==> src/rtl/core/cbts_pkg.sv <==
// Shared types and constants for the CAN bit timing search unit.
package cbts_pkg;

	localparam int RATE_W = 20;
	localparam int CLK_W  = 27;
	localparam int PSC_W  = 4;
	localparam int S1_W   = 5;
	localparam int S2_W   = 4;
	localparam int TOT_W  = 5;

	localparam logic [CLK_W-1:0]  CLOCK_RESET = 27'd42000000;
	localparam logic [RATE_W-1:0] HIGH_RATE   = 20'd800000;
	localparam logic [RATE_W-1:0] MID_RATE    = 20'd500000;

	typedef enum logic [1:0] {
		BAND_LOW,
		BAND_MID,
		BAND_HIGH
	} band_t;

	typedef enum logic [1:0] {
		ST_IDLE,
		ST_RUN,
		ST_DRAIN,
		ST_FIN
	} state_t;

	// candidate control handed from the sequencer to the judge stage
	typedef struct packed {
		logic            clear;
		logic            valid;
		band_t           band;
		logic [S1_W-1:0] s1;
		logic [S2_W-1:0] s2;
	} cand_ctl_t;

endpackage

==> src/rtl/core/cbts_judge.sv <==
// Match check, sample point check and best-candidate tracking.
module cbts_judge #(
	parameter int PSC_W  = 4,
	parameter int M_W    = 9,
	parameter int PROD_W = 29
) (
	input  logic                     clk,
	input  logic                     arst_n,
	input  cbts_pkg::cand_ctl_t      ctl,
	input  logic [PSC_W-1:0]         psc,
	input  logic [M_W-1:0]           m,
	input  logic [PROD_W-1:0]        prod,
	input  logic [cbts_pkg::CLK_W-1:0] bus_clk,
	output logic                     found,
	output logic [PSC_W-1:0]         best_psc,
	output logic [cbts_pkg::S1_W-1:0] best_s1,
	output logic [cbts_pkg::S2_W-1:0] best_s2
);

	localparam int CMP_W = (PROD_W > cbts_pkg::CLK_W) ? PROD_W + 1 : cbts_pkg::CLK_W + 1;
	localparam int SP_W  = 2 * cbts_pkg::TOT_W;

	logic                      have_q;
	logic [PSC_W-1:0]          psc_q;
	logic [cbts_pkg::S1_W-1:0] s1_q;
	logic [cbts_pkg::S2_W-1:0] s2_q;
	logic [cbts_pkg::TOT_W-1:0] num_q;
	logic [cbts_pkg::TOT_W-1:0] tot_q;

	logic [CMP_W-1:0]           lo;
	logic [CMP_W-1:0]           hi;
	logic [CMP_W-1:0]           clk_x;
	logic [cbts_pkg::TOT_W-1:0] num;
	logic [cbts_pkg::TOT_W-1:0] tot;
	logic [SP_W-1:0]            lhs;
	logic [SP_W-1:0]            rhs;
	logic                       match;
	logic                       sp_ok;
	logic                       better;

	// floor(floor(clk/T)/psc) == rate  <=>  rate*T*psc <= clk < (rate+1)*T*psc
	assign lo    = CMP_W'(prod);
	assign hi    = CMP_W'(prod) + CMP_W'(m);
	assign clk_x = CMP_W'(bus_clk);
	assign match = (clk_x >= lo) && (clk_x < hi);

	assign num = cbts_pkg::TOT_W'(ctl.s1) + cbts_pkg::TOT_W'(1);
	assign tot = num + cbts_pkg::TOT_W'(ctl.s2);

	always_comb begin
		case (ctl.band)
			cbts_pkg::BAND_HIGH: sp_ok = (SP_W'(num) << 2) > (SP_W'(tot) * SP_W'(3));
			cbts_pkg::BAND_MID:  sp_ok = (SP_W'(num) * SP_W'(5)) >= (SP_W'(tot) << 2);
			default:             sp_ok = (SP_W'(num) << 3) > (SP_W'(tot) * SP_W'(7));
		endcase
	end

	// exact fraction compare; equal sample points keep the earlier candidate
	assign lhs    = SP_W'(num) * SP_W'(tot_q);
	assign rhs    = SP_W'(num_q) * SP_W'(tot);
	assign better = !have_q || (lhs > rhs);

	always_ff @(posedge clk or negedge arst_n) begin
		if (!arst_n) begin
			have_q <= 1'b0;
		end else if (ctl.clear) begin
			have_q <= 1'b0;
		end else if (ctl.valid && match && sp_ok && better) begin
			have_q <= 1'b1;
		end
	end

	always_ff @(posedge clk) begin
		if (ctl.clear) begin
			psc_q <= '0;
			s1_q  <= '0;
			s2_q  <= '0;
			num_q <= '0;
			tot_q <= cbts_pkg::TOT_W'(1);
		end else if (ctl.valid && match && sp_ok && better) begin
			psc_q <= psc;
			s1_q  <= ctl.s1;
			s2_q  <= ctl.s2;
			num_q <= num;
			tot_q <= tot;
		end
	end

	assign found    = have_q;
	assign best_psc = psc_q;
	assign best_s1  = s1_q;
	assign best_s2  = s2_q;

endmodule

==> src/rtl/core/can_bit_timing_search_unit.sv <==
// Top level: CAN bit timing search with a shared multiplier under a sequencer.
// One candidate per cycle goes through the single rate*T*psc multiplier.
// A new word is taken only when the search is idle; a result may wait in the output register.
// Reset: bus clock register loads 42 MHz, sequencer idles, output register empty.
module can_bit_timing_search_unit #(
	parameter int MAX_SEG_ONE   = 16,
	parameter int MAX_SEG_TWO   = 8,
	parameter int MAX_PRESCALER = 10
) (
	input  logic                        clk,
	input  logic                        arst_n,
	input  logic                        cfg_write,
	input  logic [cbts_pkg::CLK_W-1:0]  cfg_data,
	input  logic                        in_valid,
	output logic                        in_stall,
	input  logic [cbts_pkg::RATE_W-1:0] bit_rate,
	output logic                        out_valid,
	input  logic                        out_stall,
	output logic                        found,
	output logic [cbts_pkg::PSC_W-1:0]  prescaler,
	output logic [cbts_pkg::S1_W-1:0]   segment_one,
	output logic [cbts_pkg::S2_W-1:0]   segment_two
);

	localparam int CNT_W  = $clog2(MAX_PRESCALER + 1);
	localparam int M_W    = cbts_pkg::TOT_W + CNT_W;
	localparam int PROD_W = cbts_pkg::RATE_W + M_W;

	cbts_pkg::state_t state_q, state_d;

	logic [cbts_pkg::CLK_W-1:0]  bus_clk_q;
	logic [cbts_pkg::RATE_W-1:0] rate_q;
	cbts_pkg::band_t             band_q;
	logic [cbts_pkg::S1_W-1:0]   s1_q;
	logic [cbts_pkg::S2_W-1:0]   s2_q;
	logic [CNT_W-1:0]            psc_q;
	logic [M_W-1:0]              m_q;

	cbts_pkg::cand_ctl_t         ctl_s1;
	logic [CNT_W-1:0]            psc_s1;
	logic [M_W-1:0]              m_s1;
	logic [PROD_W-1:0]           prod_s1;

	logic                        out_valid_q;
	logic                        found_q;
	logic [cbts_pkg::PSC_W-1:0]  psc_out_q;
	logic [cbts_pkg::S1_W-1:0]   s1_out_q;
	logic [cbts_pkg::S2_W-1:0]   s2_out_q;

	logic                        j_found;
	logic [CNT_W-1:0]            j_psc;
	logic [cbts_pkg::S1_W-1:0]   j_s1;
	logic [cbts_pkg::S2_W-1:0]   j_s2;

	logic                        accept;
	logic                        issue;
	logic                        last;
	logic                        psc_wrap;
	logic                        s2_wrap;
	logic                        load_out;
	logic [cbts_pkg::S1_W-1:0]   s1_n;
	logic [cbts_pkg::S2_W-1:0]   s2_n;
	logic [cbts_pkg::TOT_W-1:0]  tot_n;

	assign psc_wrap = (psc_q == CNT_W'(MAX_PRESCALER));
	assign s2_wrap  = (s2_q == cbts_pkg::S2_W'(MAX_SEG_TWO));
	assign last     = psc_wrap && s2_wrap && (s1_q == cbts_pkg::S1_W'(MAX_SEG_ONE));

	assign s1_n  = s2_wrap ? s1_q + cbts_pkg::S1_W'(1) : s1_q;
	assign s2_n  = s2_wrap ? cbts_pkg::S2_W'(1) : s2_q + cbts_pkg::S2_W'(1);
	assign tot_n = cbts_pkg::TOT_W'(1) + cbts_pkg::TOT_W'(s1_n) + cbts_pkg::TOT_W'(s2_n);

	always_ff @(posedge clk or negedge arst_n) begin
		if (!arst_n) begin
			state_q <= cbts_pkg::ST_IDLE;
		end else begin
			state_q <= state_d;
		end
	end

	always_comb begin
		state_d  = state_q;
		accept   = 1'b0;
		issue    = 1'b0;
		load_out = 1'b0;
		case (state_q)
			cbts_pkg::ST_IDLE: begin
				accept = in_valid;
				if (in_valid) state_d = cbts_pkg::ST_RUN;
			end
			cbts_pkg::ST_RUN: begin
				issue = 1'b1;
				if (last) state_d = cbts_pkg::ST_DRAIN;
			end
			cbts_pkg::ST_DRAIN: begin
				state_d = cbts_pkg::ST_FIN;
			end
			cbts_pkg::ST_FIN: begin
				load_out = !out_valid_q || !out_stall;
				if (load_out) state_d = cbts_pkg::ST_IDLE;
			end
			default: begin
				state_d = cbts_pkg::ST_IDLE;
			end
		endcase
	end

	assign in_stall = (state_q != cbts_pkg::ST_IDLE);

	always_ff @(posedge clk or negedge arst_n) begin
		if (!arst_n) begin
			bus_clk_q <= cbts_pkg::CLOCK_RESET;
		end else if (cfg_write) begin
			bus_clk_q <= cfg_data;
		end
	end

	// candidate counters: s1 outermost, prescaler innermost; m tracks T*psc
	always_ff @(posedge clk) begin
		if (accept) begin
			rate_q <= bit_rate;
			if (bit_rate > cbts_pkg::HIGH_RATE) begin
				band_q <= cbts_pkg::BAND_HIGH;
			end else if (bit_rate > cbts_pkg::MID_RATE) begin
				band_q <= cbts_pkg::BAND_MID;
			end else begin
				band_q <= cbts_pkg::BAND_LOW;
			end
			s1_q  <= cbts_pkg::S1_W'(1);
			s2_q  <= cbts_pkg::S2_W'(1);
			psc_q <= CNT_W'(1);
			m_q   <= M_W'(3);
		end else if (issue) begin
			if (psc_wrap) begin
				psc_q <= CNT_W'(1);
				s1_q  <= s1_n;
				s2_q  <= s2_n;
				m_q   <= M_W'(tot_n);
			end else begin
				psc_q <= psc_q + CNT_W'(1);
				m_q   <= m_q + M_W'(cbts_pkg::TOT_W'(1) + cbts_pkg::TOT_W'(s1_q)
					+ cbts_pkg::TOT_W'(s2_q));
			end
		end
	end

	// shared multiplier stage
	always_ff @(posedge clk or negedge arst_n) begin
		if (!arst_n) begin
			ctl_s1 <= '0;
		end else begin
			ctl_s1.clear <= accept;
			ctl_s1.valid <= issue;
			ctl_s1.band  <= band_q;
			ctl_s1.s1    <= s1_q;
			ctl_s1.s2    <= s2_q;
		end
	end

	always_ff @(posedge clk) begin
		psc_s1  <= psc_q;
		m_s1    <= m_q;
		prod_s1 <= PROD_W'(rate_q) * PROD_W'(m_q);
	end

	cbts_judge #(
		.PSC_W  (CNT_W),
		.M_W    (M_W),
		.PROD_W (PROD_W)
	) u_judge (
		.clk      (clk),
		.arst_n   (arst_n),
		.ctl      (ctl_s1),
		.psc      (psc_s1),
		.m        (m_s1),
		.prod     (prod_s1),
		.bus_clk  (bus_clk_q),
		.found    (j_found),
		.best_psc (j_psc),
		.best_s1  (j_s1),
		.best_s2  (j_s2)
	);

	always_ff @(posedge clk or negedge arst_n) begin
		if (!arst_n) begin
			out_valid_q <= 1'b0;
		end else if (load_out) begin
			out_valid_q <= 1'b1;
		end else if (!out_stall) begin
			out_valid_q <= 1'b0;
		end
	end

	always_ff @(posedge clk) begin
		if (load_out) begin
			found_q   <= j_found;
			psc_out_q <= cbts_pkg::PSC_W'(j_psc);
			s1_out_q  <= j_s1;
			s2_out_q  <= j_s2;
		end
	end

	assign out_valid   = out_valid_q;
	assign found       = found_q;
	assign prescaler   = psc_out_q;
	assign segment_one = s1_out_q;
	assign segment_two = s2_out_q;

	a_empty_zero: assert property (@(posedge clk) disable iff (!arst_n)
		(out_valid && !found) |-> (prescaler == '0 && segment_one == '0 && segment_two == '0))
		else $error("empty result carries nonzero fields");

	a_found_range: assert property (@(posedge clk) disable iff (!arst_n)
		(out_valid && found) |-> (prescaler != '0
			&& prescaler <= cbts_pkg::PSC_W'(MAX_PRESCALER)
			&& segment_one != '0 && segment_one <= cbts_pkg::S1_W'(MAX_SEG_ONE)
			&& segment_two != '0 && segment_two <= cbts_pkg::S2_W'(MAX_SEG_TWO)))
		else $error("found result outside search range");

	a_busy_after_accept: assert property (@(posedge clk) disable iff (!arst_n)
		(in_valid && !in_stall) |=> (in_stall && ctl_s1.clear))
		else $error("search did not start after accepted word");

endmodule
==> config.mk <==
export PLATFORM = sky130hd
export DESIGN_NAME = can_bit_timing_search_unit
export DESIGN_NICKNAME = d
export VERILOG_FILES = /design/src/rtl/core/cbts_pkg.sv /design/src/rtl/core/cbts_judge.sv /design/src/rtl/core/can_bit_timing_search_unit.sv
export SDC_FILE = /design/constraint.sdc
export NUM_CORES = 1
export LEC_CHECK = 0
export ABC_AREA = 1
export CAP_MARGIN = 30
export CORE_MARGIN = 2
export CORE_UTILIZATION = 30
export CTS_CLUSTER_SIZE = 25
export DETAILED_ROUTE_END_ITERATION = 12
export DONT_BUFFER_PORTS = 1
export MAX_ROUTING_LAYER = met4
export PLACE_DENSITY = 0.45
export SYNTH_ARGS = -nofsm -noshare
export SYNTH_HDL_FRONTEND = slang
export SYNTH_HIERARCHICAL = 1
export SYNTH_SLANG_ARGS = --single-unit
==> constraint.sdc <==
create_clock -name clk -period 17.09 [get_ports clk]
set_clock_uncertainty 0.05 [all_clocks]
set_input_delay 0.8545 -clock clk [delete_from_list [all_inputs] [get_ports clk]]
set_output_delay 0.8545 -clock clk [all_outputs]
set_load 0.02 [all_outputs]
### Yosys cells after proc, flatten, opt, wreduce, memory -nomap -nowiden

Index checks and enable logic that the tools add are counted.

* add/sub/neg operators: 11
* magnitude comparators: 8
* equality and inequality tests: 12
* $mul: 6
* reduce and logical (&&, ||, !) cells: 16
* mux-type cells: 17

Operators with widths (count)
* 29-bit by 9-bit adder with 30-bit output: 1
* 27-bit by 30-bit less-than comparator with 1-bit output: 1
* 27-bit by 29-bit >= comparator with 1-bit output: 1
* 20-bit by 9-bit multiplier with 29-bit output: 1
* 20-bit by 19-bit > comparator with 1-bit output (second input constant): 1
* 20-bit > comparator (second input constant): 1
* 5-bit by 5-bit multiplier with 10-bit output: 2
* 5-bit by 3-bit multiplier with 8-bit output (second input constant): 2
* 5-bit by 1-bit adder with 5-bit output (second input constant): 2
* 5-bit by 4-bit adder with 5-bit output: 2
* 10-bit > comparator: 1
* 9-bit by 7-bit adder with 9-bit output: 1
* 9-bit two-way mux: 1
* 4-bit by 1-bit adder with 4-bit output (second input constant): 2
* 4-bit == test (second input constant): 2
* 8-bit by 7-bit >= comparator with 1-bit output: 1
* 8-bit > comparator: 1
* 1-bit two-way mux: 8
* 4-bit two-way mux: 2
* 2-bit one-hot mux with 4 select lines: 1
* 6-bit by 4-bit adder with 7-bit output: 1
* 7-bit > comparator: 1
* 5-bit by 2-bit multiplier with 7-bit output (second input constant): 1
* 1-bit by 5-bit adder with 6-bit output (first input constant): 1
* 16 further kinds: 32

* flip-flop bits (word level): 167
* logic and storage cells: 97

### Longest topological paths before layout

* depth after elaboration: 9
* gate-level depth with buffers: 36
* mapped depth without buffers: 35

### Modules after synthesis

Netlist, hierarchy kept.

By module, submodules not included
* can_bit_timing_search_unit: times used 1, cells each 1442, area each 11763.8 µm²
* cbts_judge: times used 1, cells each 918, area each 6246.0 µm²

### Worst setup path after synthesis

OpenSTA, ideal clock, no wires.

* kind: register -> register
* start point: reg ctl_s1[4] (netlist name)
* end point: reg u_judge.s1_q (netlist bit u_judge/best_s1[0])
* period minus slack after synthesis: 6.989 ns
* path slack: 10.101 ns
* data arrival time: 6.828 ns
* data required time: 16.929 ns
* buffers on the path: 1
* stages on the path, launching flop included: 32
* cells stage by stage: dfrtp_1 inv_1 nor3_1 xor2_1 ha_1 inv_1 xor2_1 inv_1 nand2_1 fa_1 fa_1 fa_1 inv_1 ha_1 a21oi_1 nand2_1 a21oi_1 o21ai_0 a21o_1 a21oi_1 xnor2_1 ha_1 nand2_1 nor2_1 o211ai_1 o2111ai_1 o41ai_1 nand2_1 clkbuf_1 nand4_1 nand2_1 nor2_2

* longest elaborated chain between the ends: 7
* elaborated cells on any way between the ends: 15
* those cells by class: add/sub: 2; mul: 5; order compare: 4; mux: 1; reduce/logical: 3

RTL lines
* start, declared: line can_bit_timing_search_unit.sv:39 `cbts_pkg::cand_ctl_t ctl_s1;`
* 5-bit by 1-bit adder with 5-bit output *: line cbts_judge.sv:47 `assign num = cbts_pkg::TOT_W'(ctl.s1) + cbts_pkg::TOT_W'(1);`
* named net u_judge.num, one bit: line cbts_judge.sv:33 `logic [cbts_pkg::TOT_W-1:0] num;`
* 5-bit by 4-bit adder with 5-bit output *: line cbts_judge.sv:48 `assign tot = num + cbts_pkg::TOT_W'(ctl.s2);`
* named net u_judge.tot, one bit: line cbts_judge.sv:34 `logic [cbts_pkg::TOT_W-1:0] tot;`
* 5-bit by 3-bit multiplier with 8-bit output / 5-bit by 2-bit multiplier with 7-bit output (equally long branches): line cbts_judge.sv:54, cbts_judge.sv:52
* 8-bit > comparator / 7-bit > comparator (equally long branches): line cbts_judge.sv:54, cbts_judge.sv:52
* 1-bit one-hot mux with 2 select lines: line cbts_judge.sv:51 `case (ctl.band)`
* 1-bit logical AND: line cbts_judge.sv:80 `end else if (ctl.valid && match && sp_ok && better) begin`
* 1-bit logical AND *: line cbts_judge.sv:80
* end signal, assigned: line cbts_judge.sv:82 `s1_q <= ctl.s1;`
* end, declared: line cbts_judge.sv:25 `logic [cbts_pkg::S1_W-1:0] s1_q;`

The timed path passes the listed nets; every way through them passes the cells marked *.
A chain may end at the register's enable or synchronous reset.

### Worst setup path after layout

* start point: reg ctl_s1[4] (netlist name)
* end point: reg u_judge.s2_q (netlist bit u_judge/best_s2[3])

* longest elaborated chain between the ends: 7
* elaborated cells on any way between the ends: 15
* those cells by class: add/sub: 2; mul: 5; order compare: 4; mux: 1; reduce/logical: 3

RTL lines
* 5-bit by 1-bit adder with 5-bit output *: line cbts_judge.sv:47
* named net u_judge.num, one bit: line cbts_judge.sv:33
* 5-bit by 4-bit adder with 5-bit output *: line cbts_judge.sv:48
* named net u_judge.tot, one bit: line cbts_judge.sv:34
* 5-bit by 3-bit multiplier with 8-bit output / 5-bit by 2-bit multiplier with 7-bit output (equally long branches): line cbts_judge.sv:54, cbts_judge.sv:52
* 8-bit > comparator / 7-bit > comparator (equally long branches): line cbts_judge.sv:54, cbts_judge.sv:52
* 1-bit one-hot mux with 2 select lines: line cbts_judge.sv:51
* 1-bit logical AND: line cbts_judge.sv:80
* 1-bit logical AND *: line cbts_judge.sv:80
* end signal, assigned: line cbts_judge.sv:83 `s2_q <= ctl.s2;`
* end, declared: line cbts_judge.sv:26 `logic [cbts_pkg::S2_W-1:0] s2_q;`

Marked as above.

==> out/metrics.cfg <==
[final_layout]
nNetsFinal=2774
antenna_cells=0
area_growth_syn_to_layout_pct=9.07
drive_gt1_frac=0.0636
final_cells=3131

[global_routing]
grt_pass1_wl_mm=76.7
grt_max_degree=36
track_usage=0.158
overflow=0
grt_pass1_vias=14753
antenna_found_initial=0

[clock_tree]
ctsLongestPathBuffers=2
cts_resized=0
h-tree-depth=4
clock_latency_ns=0.48
cts_root_buf=clkbuf_16
ctsHoldBuffers=1
cts_setup_buffers=0
cts_tree=yes
path_clk_slew_ns=0.08
clock_sink_count=167
cts_buffers=17

[worst_setup_path]
slowest_stage=nand2_1
worst_ep_required_time_ns=17.47
crit_top_cell=nand2_1
crit_fanout=21
end_kind=register
crit_type=reg -> reg
cp-start-kind=register
critPathArrivalTime_ns=8.35
ff2ff_path_depth=35
slowest_delay_ns=0.60

[route]
drt-vias-per-instance=4.48
drt_first_iter_violations=587
wl_mm=45.2
drc=0
first_pass_iters=5
wire_per_inst_um=14.4
ant_nets=0
num_vias=14042

[place]
globalplace.congestion=0.886
port-buffer-count=0
dp.cells=3097
dp_hpwl_mm=37.8

[floorplan]
core-area_um2=59100
die_h_um=249
num_rows=89
die_x_um=249
die_area_um2=62000
pin_count=68
initial_core_util=0.305

[logic_synthesis]
avgSynthCellArea_um2=7.63
synth_edf_count=36
yosysTopAreaCell=fa_1
synth.top_cell.area_share=0.177
ys.warnings.count=6
synth_area_leaders=fa_1, ha_1, nand2_1
syn-num-nets=2789
synth_compound_area_frac=0.0452
synth_flop_cell=dfxtp_1
synth_fa_ha_area_frac=0.328
yosys_register_bits=167
syn_inst=2360
synth_xor_area_frac=0.0321
syn_area_um2=18000
yosys.area_share.simple=0.229
synth_top_family_by_area=adder cells
yosysSeqAreaShare=0.218
synthMuxAreaShare=0.0169
async_flop_share=0.263
synthDistinctLibCells=51

[outcome]
run_status=finished clean

[worst_hold_path]
hold_class=in -> async

[sta]
tightestPinTransition_ns=0.808
timing.setup.tns_ns=0
period_share=0.467
rsz0062_at_grt=false
finalCriticalPeriod_ns=7.98
fmax_mhz=125
finalHoldViolations=0
drv_slew=0
slew-limit-headroom=0.460
setup_viol=0

[flow_run]
drv_cap=0

## metal layers
layer | part of all wire | GRT usage
met2 | 0.46 | 0.259
met1 | 0.49 | 0.203
met5 | 0 | -
met3 | 0.028 | 0.0231
met4 | 0.017 | 0.0437
## final cells by class
cell class	count	area, µm²
inverter	567	2130
fill	6228	39500
clock inverter	15	219
multi-input combinational	1575	11700
tap	773	967
clock buffer	17	425
timing repair buffer	17	235
sequential	167	3940
## state kept, by name, summed over array words and instances, names as in the netlist, 5 cells and up
signal           count
bus_clk_q           27
ctl_s1              13
m_q                  9
m_s1                 9
prod_s1             29
rate_q              20
s1_q                 5
segment_one          5
u_judge/best_s1      5
u_judge/num_q        5
u_judge/tot_q        5
## cell usage in the layout, fill, tap and decap left out, drive strengths merged, types with 5 or more instances in the layout
cell type / n
a21o: 5
a21oi: 84
buf: 17
clkbuf: 17
clkinv: 5
dfrtp: 35
dfstp: 9
dfxtp: 87
edfxtp: 36
fa: 159
ha: 218
inv: 577
mux2: 27
nand2: 620
nand3: 80
nand3b: 5
nand4: 47
nor2: 180
nor3: 16
o211ai: 5
o21ai: 26
o22ai: 7
or2: 5
xnor2: 22
xor2: 44
## critical path: cells and delay by family (launching register included)
kind | cells | cell delay, ns
fa+ha+maj | 6 | 2.48
simple gates | 13 | 2.20
compound gates | 9 | 1.26
buf+inv | 5 | 1.09
xor+xnor | 2 | 0.26
flops | 1 | 0.55
## cell usage after synthesis, drive strengths merged, types with 7 or more instances
library cell,count
nor2,180
dfxtp,87
nor3,16
dfstp,9
xor2,44
inv,567
fa,159
a21oi,84
nand3,80
nand4,47
dfrtp,35
clkbuf,42
ha,218
o21ai,26
nand2,620
edfxtp,36
o22ai,7
buf,9
mux2,27
xnor2,22
## cells by family after synthesis
group / count (synthesis)
mux: 27
simple gates: 959
xor+xnor: 66
flops: 167
fa+ha+maj: 377
buf+inv: 618
compound gates: 146
## stage by stage
stage / hold slack (ns) / utilization / cell area [µm²] / worst slack, ns
final: 0.162 / 0.332 / 19600 / 9.11
after global routing: 0.130 / 0.332 / 19600 / 8.42
after CTS: 0.113 / 0.332 / 19600 / 9.07
after detailed placement: 0.322 / 0.320 / 18900 / 9.10
after global placement: 0.314 / 0.319 / 18800 / 9.22
after floorplan: 0.281 / - / 18000 / 10.10
## path summary, 6_finish.rpt
path,from,endpoint,slack (ns)
min in group clk,psc_q[2],psc_s1[2],0.33
setup reg to reg,ctl_s1[4],u_judge/best_s2[3],9.11
max in group asynchronous,arst_n,ctl_s1[7],16.62
setup / recovery,ctl_s1[4],u_judge/best_s2[3],9.11
hold reg to reg,psc_q[2],psc_s1[2],0.33
hold / removal,arst_n,bus_clk_q[15],0.16
Power is left out: the tool's default activity adds up to more than one toggle a clock period on the data nets, which glitch-free logic cannot reach.
